--- config.mk ---
export PLATFORM = sky130hd
export DESIGN_NAME = rc_serial_frame_decoder_unit_flat
export DESIGN_NICKNAME = d
export VERILOG_FILES = /design/src/rtl/core/rcsfd_pkg.sv /design/src/rtl/core/rcsfd_stream_if.sv /design/src/rtl/core/rc_serial_frame_decoder_unit.sv /design/src/rtl/core/rcsfd_frame.sv /design/src/rtl/core/rcsfd_scale.sv /design/src/flat_wrapper.sv
export SDC_FILE = /design/constraint.sdc
export NUM_CORES = 2
export LEC_CHECK = 0
export BUFFER_PORTS_ARGS = -buffer_cell sky130_fd_sc_hd__buf_4
export CAP_MARGIN = 25
export CORE_ASPECT_RATIO = 0.75
export CORE_UTILIZATION = 59
export CTS_BUF_LIST = sky130_fd_sc_hd__clkbuf_16
export DETAILED_ROUTE_END_ITERATION = 8
export PLACE_DENSITY = 0.79
export SLEW_MARGIN = 20
export SYNTH_ARGS = -nofsm -noshare
export SYNTH_HDL_FRONTEND = slang
export SYNTH_HIERARCHICAL = 1
export SYNTH_SLANG_ARGS = --single-unit
--- constraint.sdc ---
create_clock -name clk -period 6 [get_ports clk]
set_clock_uncertainty 0.2 [all_clocks]
set_input_delay 1.5 -clock clk [delete_from_list [all_inputs] [get_ports clk]]
set_output_delay 1.5 -clock clk [all_outputs]
set_load 0.05 [all_outputs]
--- src/rtl/core/rcsfd_pkg.sv ---
`timescale 1ns / 1ps

package rcsfd_pkg;

	localparam int FRAME_LEN = 16;
	localparam int POS_W     = $clog2(FRAME_LEN + 1);
	localparam int NUM_CH    = 6;
	localparam int CH_W      = 10;
	localparam int DEV_W     = CH_W + 1;
	localparam int GAIN_W    = 24;
	localparam int FLOOR_W   = 16;
	localparam int LIMIT_W   = 8;
	localparam int CMD_W     = 16;
	localparam int CFG_W     = 24;
	localparam int CFG_IDX_W = 3;
	localparam int Q_SHIFT   = 16;

	localparam logic [7:0] HDR_B0   = 8'h03;
	localparam logic [7:0] HDR_B1   = 8'hA2;
	localparam logic [7:0] TAG_MASK = 8'hFC;

	localparam logic KIND_BYTE = 1'b0;
	localparam logic KIND_TICK = 1'b1;

	// high byte position of each channel's slot pair, by channel number
	localparam int SLOT_HI [NUM_CH] = '{10, 2, 6, 8, 14, 4};

	typedef enum logic [CFG_IDX_W-1:0] {
		REG_WATCHDOG_LIMIT = 3'd0,
		REG_HEAVE_GAIN     = 3'd1,
		REG_HEAVE_FLOOR    = 3'd2,
		REG_ROLL_GAIN      = 3'd3,
		REG_PITCH_GAIN     = 3'd4
	} cfg_reg_t;

	typedef struct packed {
		logic       kind;
		logic [7:0] data_byte;
		logic       frame_start;
	} in_item_t;

	typedef struct packed {
		logic                    result_kind;
		logic [CMD_W-1:0]        heave_command;
		logic signed [CMD_W-1:0] roll_command;
		logic signed [CMD_W-1:0] pitch_command;
		logic                    closed_loop;
		logic                    motors_armed;
		logic                    link_open;
		logic                    comms_issue;
	} out_item_t;

	typedef struct packed {
		logic closed_loop;
		logic motors_armed;
		logic link_open;
		logic comms_issue;
	} flags_t;

	typedef struct packed {
		logic                    kind;
		logic [CH_W-1:0]         heave_ch;
		logic signed [DEV_W-1:0] roll_dev;
		logic signed [DEV_W-1:0] pitch_dev;
		flags_t                  flags;
	} job_t;

endpackage

--- src/rtl/core/rcsfd_stream_if.sv ---
`timescale 1ns / 1ps

interface rcsfd_stream_if #(parameter type payload_t = logic);
	logic     valid;
	logic     ready;
	payload_t payload;

	modport source (output valid, output payload, input ready);
	modport sink (input valid, input payload, output ready);
endinterface

--- src/rtl/core/rc_serial_frame_decoder_unit.sv ---
`timescale 1ns / 1ps
// A word that yields a result passes the state update and job register,
// the gain multipliers, and the saturation and output register before it is shown.
// Throughput: one word per cycle when not stalled; words with no result only update state.
// The output register lets a new word in while a result waits to be taken.
// Reset (arst_n low, asynchronous) clears all control state and loads the register defaults.

module rc_serial_frame_decoder_unit
	import rcsfd_pkg::*;
#(
	parameter int ARM_HOLDOFF = 25
) (
	input  logic                 clk,
	input  logic                 arst_n,
	rcsfd_stream_if.sink         item,
	rcsfd_stream_if.source       result,
	input  logic                 cfg_we,
	input  logic [CFG_IDX_W-1:0] cfg_index,
	input  logic [CFG_W-1:0]     cfg_data
);

	logic [LIMIT_W-1:0] watchdog_limit_q;
	logic [GAIN_W-1:0]  heave_gain_q;
	logic [FLOOR_W-1:0] heave_floor_q;
	logic [GAIN_W-1:0]  roll_gain_q;
	logic [GAIN_W-1:0]  pitch_gain_q;

	logic               job_valid;
	logic               job_ready;
	job_t               job;

	always_ff @(posedge clk or negedge arst_n) begin
		if (!arst_n) begin
			watchdog_limit_q <= LIMIT_W'(5);
			heave_gain_q     <= GAIN_W'(65536);
			heave_floor_q    <= '0;
			roll_gain_q      <= GAIN_W'(65536);
			pitch_gain_q     <= GAIN_W'(65536);
		end else if (cfg_we) begin
			// drop writes to unknown indexes
			unique case (cfg_index)
				REG_WATCHDOG_LIMIT: watchdog_limit_q <= cfg_data[LIMIT_W-1:0];
				REG_HEAVE_GAIN:     heave_gain_q     <= cfg_data[GAIN_W-1:0];
				REG_HEAVE_FLOOR:    heave_floor_q    <= cfg_data[FLOOR_W-1:0];
				REG_ROLL_GAIN:      roll_gain_q      <= cfg_data[GAIN_W-1:0];
				REG_PITCH_GAIN:     pitch_gain_q     <= cfg_data[GAIN_W-1:0];
				default: begin
				end
			endcase
		end
	end

	rcsfd_frame #(
		.ARM_HOLDOFF(ARM_HOLDOFF)
	) u_frame (
		.clk            (clk),
		.arst_n         (arst_n),
		.in_valid       (item.valid),
		.in_item        (item.payload),
		.in_ready       (item.ready),
		.watchdog_limit (watchdog_limit_q),
		.job_valid      (job_valid),
		.job            (job),
		.job_ready      (job_ready)
	);

	rcsfd_scale u_scale (
		.clk         (clk),
		.arst_n      (arst_n),
		.job_valid   (job_valid),
		.job         (job),
		.job_ready   (job_ready),
		.heave_gain  (heave_gain_q),
		.heave_floor (heave_floor_q),
		.roll_gain   (roll_gain_q),
		.pitch_gain  (pitch_gain_q),
		.res_valid   (result.valid),
		.res_item    (result.payload),
		.res_ready   (result.ready)
	);

endmodule

--- src/rtl/core/rcsfd_frame.sv ---
`timescale 1ns / 1ps

module rcsfd_frame
	import rcsfd_pkg::*;
#(
	parameter int ARM_HOLDOFF = 25
) (
	input  logic               clk,
	input  logic               arst_n,
	input  logic               in_valid,
	input  in_item_t           in_item,
	output logic               in_ready,
	input  logic [LIMIT_W-1:0] watchdog_limit,
	output logic               job_valid,
	output job_t               job,
	input  logic               job_ready
);

	localparam int HOLD_W = $clog2(ARM_HOLDOFF + 1);
	localparam logic [HOLD_W-1:0] HOLD_MAX = HOLD_W'(ARM_HOLDOFF);

	logic [7:0]         bytes_q [FRAME_LEN];
	logic [POS_W-1:0]   pos_q;
	logic [CH_W-1:0]    chan_q [NUM_CH];
	logic [CH_W-1:0]    nom_q [NUM_CH];
	logic               taken_q;
	logic               loop_q;
	logic               armed_q;
	logic [HOLD_W-1:0]  hold_q;
	logic [LIMIT_W-1:0] tick_q;
	logic               open_q;
	logic               issue_q;
	logic               vld_s1;
	job_t               job_s1;

	logic               take;
	logic               is_byte;
	logic               is_tick;
	logic [POS_W-1:0]   pos_cur;
	logic               wr_byte;
	logic               frame_done;
	logic               good;
	logic [7:0]         view [FRAME_LEN];
	logic [CH_W-1:0]    chan_n [NUM_CH];
	logic [CH_W-1:0]    nom_e [NUM_CH];
	logic               loop_tgl;
	logic               arm_tgl;
	logic [HOLD_W-1:0]  hold_base;
	logic [HOLD_W:0]    hold_inc;
	logic [HOLD_W-1:0]  hold_n;
	logic [LIMIT_W-1:0] tick_inc;
	logic               lost;
	flags_t             flags_n;
	logic [LIMIT_W-1:0] tick_n;
	job_t               job_n;

	assign in_ready  = !vld_s1 || job_ready;
	assign take      = in_valid && in_ready;
	assign is_byte   = take && (in_item.kind == KIND_BYTE);
	assign is_tick   = take && (in_item.kind == KIND_TICK);
	assign job_valid = vld_s1;
	assign job       = job_s1;

	always_comb begin
		pos_cur    = in_item.frame_start ? '0 : pos_q;
		wr_byte    = is_byte && (pos_cur < POS_W'(FRAME_LEN));
		frame_done = wr_byte && (pos_cur == POS_W'(FRAME_LEN - 1));
		for (int i = 0; i < FRAME_LEN; i++) begin
			view[i] = (i == FRAME_LEN - 1) ? in_item.data_byte : bytes_q[i];
		end
		good = frame_done && (view[0] == HDR_B0) && (view[1] == HDR_B1);

		for (int c = 0; c < NUM_CH; c++) begin
			if ((view[SLOT_HI[c]] & TAG_MASK) == 8'(c << 2)) begin
				chan_n[c] = {view[SLOT_HI[c]][1:0], view[SLOT_HI[c] + 1]};
			end else begin
				chan_n[c] = chan_q[c];
			end
			nom_e[c] = taken_q ? nom_q[c] : chan_n[c];
		end

		loop_tgl  = chan_n[3] != nom_e[3];
		arm_tgl   = (chan_n[5] != nom_e[5]) && (hold_q == HOLD_MAX);
		hold_base = arm_tgl ? '0 : hold_q;
		hold_inc  = {1'b0, hold_base} + 1'b1;
		hold_n    = (hold_inc >= (HOLD_W + 1)'(ARM_HOLDOFF)) ? HOLD_MAX : hold_inc[HOLD_W-1:0];

		// saturate the tick count at its top
		tick_inc = (tick_q == '1) ? tick_q : tick_q + 1'b1;
		lost     = tick_inc >= watchdog_limit;

		flags_n.closed_loop  = good ? (loop_q ^ loop_tgl) : loop_q;
		flags_n.motors_armed = good ? (armed_q ^ arm_tgl) : armed_q;
		flags_n.link_open    = is_tick ? !lost : open_q;
		flags_n.comms_issue  = (is_tick && lost) ? 1'b1 : issue_q;

		if (is_tick) begin
			tick_n = lost ? watchdog_limit : tick_inc;
		end else if (frame_done) begin
			tick_n = '0;
		end else begin
			tick_n = tick_q;
		end

		job_n.kind      = in_item.kind;
		job_n.heave_ch  = is_tick ? '0 : chan_n[4];
		job_n.roll_dev  = is_tick ? '0 : DEV_W'(nom_e[1]) - DEV_W'(chan_n[1]);
		job_n.pitch_dev = is_tick ? '0 : DEV_W'(chan_n[2]) - DEV_W'(nom_e[2]);
		job_n.flags     = flags_n;
	end

	always_ff @(posedge clk or negedge arst_n) begin
		if (!arst_n) begin
			pos_q   <= POS_W'(FRAME_LEN);
			taken_q <= 1'b0;
			loop_q  <= 1'b0;
			armed_q <= 1'b0;
			hold_q  <= HOLD_MAX;
			tick_q  <= '0;
			open_q  <= 1'b0;
			issue_q <= 1'b0;
			vld_s1  <= 1'b0;
			for (int c = 0; c < NUM_CH; c++) begin
				chan_q[c] <= '0;
				nom_q[c]  <= '0;
			end
		end else begin
			if (wr_byte) begin
				pos_q <= pos_cur + 1'b1;
			end
			tick_q  <= tick_n;
			open_q  <= flags_n.link_open;
			issue_q <= flags_n.comms_issue;
			if (good) begin
				for (int c = 0; c < NUM_CH; c++) begin
					chan_q[c] <= chan_n[c];
					nom_q[c]  <= nom_e[c];
				end
				// mode change re-latches the ch3 nominal
				nom_q[3] <= chan_n[3];
				taken_q  <= 1'b1;
				loop_q   <= flags_n.closed_loop;
				armed_q  <= flags_n.motors_armed;
				hold_q   <= hold_n;
			end
			if (in_ready) begin
				vld_s1 <= good || is_tick;
			end
		end
	end

	always_ff @(posedge clk) begin
		if (wr_byte) begin
			bytes_q[pos_cur[POS_W-2:0]] <= in_item.data_byte;
		end
		if (in_ready && (good || is_tick)) begin
			job_s1 <= job_n;
		end
	end

endmodule

--- src/rtl/core/rcsfd_scale.sv ---
`timescale 1ns / 1ps

module rcsfd_scale
	import rcsfd_pkg::*;
(
	input  logic               clk,
	input  logic               arst_n,
	input  logic               job_valid,
	input  job_t               job,
	output logic               job_ready,
	input  logic [GAIN_W-1:0]  heave_gain,
	input  logic [FLOOR_W-1:0] heave_floor,
	input  logic [GAIN_W-1:0]  roll_gain,
	input  logic [GAIN_W-1:0]  pitch_gain,
	output logic               res_valid,
	output out_item_t          res_item,
	input  logic               res_ready
);

	localparam int HP_W  = CH_W + GAIN_W;
	localparam int SP_W  = DEV_W + GAIN_W + 1;
	localparam int HS_W  = HP_W - Q_SHIFT;
	localparam int SS_W  = SP_W - Q_SHIFT;

	logic                   vld_s2;
	logic                   kind_s2;
	flags_t                 flags_s2;
	logic [HP_W-1:0]        heave_prod_s2;
	logic signed [SP_W-1:0] roll_prod_s2;
	logic signed [SP_W-1:0] pitch_prod_s2;
	logic                   vld_s3;
	out_item_t              res_s3;

	logic                   rdy2;
	logic                   rdy3;
	logic [HS_W-1:0]        heave_sh;
	logic [CMD_W-1:0]       heave_sat;
	logic [CMD_W-1:0]       heave_fl;
	out_item_t              res_n;

	function automatic logic [CMD_W-1:0] sat_cmd(input logic signed [SS_W-1:0] v);
		logic [SS_W-CMD_W:0] top;
		top = v[SS_W-1:CMD_W-1];
		if ((top == '0) || (top == '1)) begin
			sat_cmd = v[CMD_W-1:0];
		end else if (v[SS_W-1]) begin
			sat_cmd = {1'b1, {(CMD_W - 1){1'b0}}};
		end else begin
			sat_cmd = {1'b0, {(CMD_W - 1){1'b1}}};
		end
	endfunction

	assign rdy3      = !vld_s3 || res_ready;
	assign rdy2      = !vld_s2 || rdy3;
	assign job_ready = rdy2;
	assign res_valid = vld_s3;
	assign res_item  = res_s3;

	always_comb begin
		heave_sh  = heave_prod_s2[HP_W-1:Q_SHIFT];
		heave_sat = (|heave_sh[HS_W-1:CMD_W]) ? '1 : heave_sh[CMD_W-1:0];
		heave_fl  = (heave_sat < heave_floor) ? heave_floor : heave_sat;

		res_n.result_kind   = kind_s2;
		res_n.heave_command = (kind_s2 == KIND_TICK) ? '0 : heave_fl;
		// arithmetic shift rounds toward minus infinity
		res_n.roll_command  = sat_cmd(roll_prod_s2[SP_W-1:Q_SHIFT]);
		res_n.pitch_command = sat_cmd(pitch_prod_s2[SP_W-1:Q_SHIFT]);
		res_n.closed_loop   = flags_s2.closed_loop;
		res_n.motors_armed  = flags_s2.motors_armed;
		res_n.link_open     = flags_s2.link_open;
		res_n.comms_issue   = flags_s2.comms_issue;
	end

	always_ff @(posedge clk or negedge arst_n) begin
		if (!arst_n) begin
			vld_s2 <= 1'b0;
			vld_s3 <= 1'b0;
		end else begin
			if (rdy2) begin
				vld_s2 <= job_valid;
			end
			if (rdy3) begin
				vld_s3 <= vld_s2;
			end
		end
	end

	always_ff @(posedge clk) begin
		if (rdy2 && job_valid) begin
			kind_s2       <= job.kind;
			flags_s2      <= job.flags;
			heave_prod_s2 <= HP_W'(job.heave_ch) * HP_W'(heave_gain);
			roll_prod_s2  <= SP_W'(job.roll_dev) * $signed(SP_W'(roll_gain));
			pitch_prod_s2 <= SP_W'(job.pitch_dev) * $signed(SP_W'(pitch_gain));
		end
		if (rdy3 && vld_s2) begin
			res_s3 <= res_n;
		end
	end

endmodule

--- src/flat_wrapper.sv ---
// flat-port wrapper written by rule: the top's interface ports become plain ports
module rc_serial_frame_decoder_unit_flat import rcsfd_pkg::*;
#(
	parameter int ARM_HOLDOFF = 25
)
  (clk, arst_n, cfg_we, cfg_index, cfg_data, item_valid, item_payload, item_ready, result_valid, result_payload, result_ready);
  rcsfd_stream_if #(.payload_t(in_item_t)) item_i ();
  rcsfd_stream_if #(.payload_t(out_item_t)) result_i ();
  input  logic clk;
  input  logic arst_n;
  input  logic cfg_we;
  input  logic [CFG_IDX_W-1:0] cfg_index;
  input  logic [CFG_W-1:0] cfg_data;
  input wire logic [$bits(item_i.valid)-1:0] item_valid;
  input wire logic [$bits(item_i.payload)-1:0] item_payload;
  output wire logic [$bits(item_i.ready)-1:0] item_ready;
  output wire logic [$bits(result_i.valid)-1:0] result_valid;
  output wire logic [$bits(result_i.payload)-1:0] result_payload;
  input wire logic [$bits(result_i.ready)-1:0] result_ready;
  assign item_i.valid = item_valid;
  assign item_i.payload = item_payload;
  assign item_ready = item_i.ready;
  assign result_valid = result_i.valid;
  assign result_payload = result_i.payload;
  assign result_i.ready = result_ready;
  rc_serial_frame_decoder_unit #(.ARM_HOLDOFF(ARM_HOLDOFF)) u_core (.clk(clk), .arst_n(arst_n), .item(item_i), .result(result_i), .cfg_we(cfg_we), .cfg_index(cfg_index), .cfg_data(cfg_data));
endmodule
==> metrics.txt <==
Fillers 5287; H-tree level count 2; Synth area leaders fa_1, edfxtp_1, dfrtp_1; setup slack at placement -0.0533 ns; Critical-path top delay cell edfxtp_1; CP Cell Sequence buf_6 > nand2_1 > fa_1 > inv_1 > fa_1 > fa_1 > fa_1 > inv_1 > fa_1 > inv_1 > ha_1 > a21oi_2 > nor2b_1 > o21ai_0 > nand2b_1 > or3b_4 > a221o_1 > a221oi_2 > xnor2_1; met1 WL 43400 um; Core Area 0.0707 mm^2; Startpoint Class register; worst min path class register to register; Slew HR 31.9%; Clock Tree Root clkbuf_16; CTS tree yes; vias in the first global route 30400; routed length on met2 43800 um; Cell variety after synth 83; Crit path largest cell delay 0.57 ns; clk buf depth 3; dominant cell type by area after synthesis fa_1; crit-path most repeated cell fa_1; final setup margin 0.138 ns; Commonest cells post-synth inv_1, fa_1, nand2_1; unrepaired setup endpoints after global routing yes; Ports 97; Req. time, crit path 6.14 ns; nets 5137; via count 29300; # DRC 0; Synth async-reset ratio 45.6%; Post-synth EDFFs 241; row count 84; synth warn 6; antenna violations before repair 9; mean post-synth cell area 10.4 um^2; min cycle time layout 5.86 ns; status completed; Max Freq 0.171 GHz; TritonCTS Buffers 45; post-place instance area 0.0448 mm^2; die width 312 um; Final Cycle Share 97.7%; final instance area 0.0468 mm^2; maximum number of pins on one net before global-route repair 105; Synth Instances 4102; most frequent cell after synthesis inv_1; Worst Path Max Fanout 16; global-route wire length before repair 162000 um; CP arrival 6.00 ns; critical path type register to register; clk_lat worst skew 0.62 ns; hpwl dp 76100 um; final hold vios 0; Finish-stage setup viols 0; synthesized area 0.0426 mm^2; Initial Util 60.3%; Die Y-Extent 235 um; clk slew on worst S/H paths 0.06 ns; routed wire length on met3 10300 um; final antenna-violating net count 0; top cell type's share of synthesized area 26.6%; Port Buffers 96; Synth Register Bits 443; Seq/Total Area, Yosys 28.9%; grt ovf 0; initial drt markers 2836; GRT Total Usage 28.0%; max-slew violation count 0; full die area 0.0733 mm^2; critical path endpoint category register; routed len/inst 19.3 um; Max-Cap Viols 0; top layer in use met5; layout cells sized above 1 12.8%; Via density 5.63; most common flop cell mapped by yosys edfxtp_1; Area Growth Syn to Fin 9.83%; Worst Max-Slew Pin Slew 1.02 ns; detailed-router iteration count before antenna repair 6; clk sinks 443; GPL Wtd Cong 0.923; syn_nets 5018; WL final 101000 um
-- stage by stage --
step	std cells	util (%)	hold slack (ns)	TNS (ns)
after CTS	5169	65.4	0.217	0
after floorplan	4102	-	0.200	0
after detailed placement	5080	63.3	0.205	-0.0748
after global routing	5205	66.2	0.234	-0.192
final	5208	66.2	0.218	0
after global placement	5080	63.3	0.204	0
-- registers in the layout, summed over array words and instances, names as in the netlist, 24 cells and up --
signal / flops
u_core/u_frame/bytes_q: 88
u_core/pitch_gain_q: 24
u_core/u_frame/chan_q: 40
u_core/u_frame/job: 37
u_core/u_scale/res_item: 53
u_core/heave_gain_q: 24
u_core/roll_gain_q: 24
u_core/u_frame/nom_q: 40
-- per-layer routing --
metal  global-route usage [%]  vias up
li1                         -    13300
met4                     9.54        8
met5                        0        -
met2                     41.7     1210
met1                     39.2    14600
met3                     8.23      183
-- placed cells by master, fill, tap and decap left out, drive strengths merged, types with 92 or more instances in the layout --
cell type	count
dfrtp	193
and2	335
a21oi	159
inv	686
mux2i	92
edfxtp	241
nand2	461
buf	269
mux2	126
nor2	168
ha	307
fa	567
-- what timing repair did --
action,in CTS,in global routing
resized for setup,0,71
endpoints found under the setup margin,2,23
cloned,0,1
pin swaps,0,17
hold buffers,0,0
setup buffers,5,31
-- worst max-delay path: cells and delay by family (launching register included) --
kind | cells | cell delay (ns)
buffers and inverters | 4 | 0.41
adder cells (fa/ha/maj) | 6 | 2.77
flip-flops | 1 | 0.57
AO/OA/AOI/OAI | 4 | 0.92
XOR/XNOR | 1 | 0.09
AND/OR/NAND/NOR | 4 | 0.66
-- path summary, 6_finish.rpt --
check                                       startpoint                          endpoint  slack, ns  cells after the start
worst max-delay path            u_core/u_frame/job[11]  u_core/u_scale/pitch_prod_s2[33]       0.14                     19
worst min-delay path            u_core/u_frame/job[36]            u_core/u_scale/kind_s2       0.22                      0
worst max register to register  u_core/u_frame/job[11]  u_core/u_scale/pitch_prod_s2[33]       0.14                     19
worst min register to register  u_core/u_frame/job[36]            u_core/u_scale/kind_s2       0.22                      0
max in group asynchronous                       arst_n            u_core/pitch_gain_q[7]       3.64                      2
min in group asynchronous                       arst_n           u_core/heave_gain_q[21]       0.78                      1
-- area by class of cell --
type                       instances  area, um^2  area share [%]
multi-input combinational       2788       27100            57.9
sequential                       443       12300            26.3
inverter                         671        2530            5.40
timing repair buffer             272        2220            4.75
tap                              946        1180            2.53
clock buffer                      46        1150            2.46
clock inverter                    38         280           0.599
antenna                            4        10.0          0.0214
-- kinds of logic after synthesis --
logic type      share of synthesized area, %
simple gates                            14.1
fa+ha+maj                               35.6
buf+inv                                 7.97
flops                                   28.9
compound gates                          5.95
mux                                     5.53
xor+xnor                                1.97
Power is not shown: default switching activity piles up to over one toggle a cycle in this logic, so the estimate is an artifact.
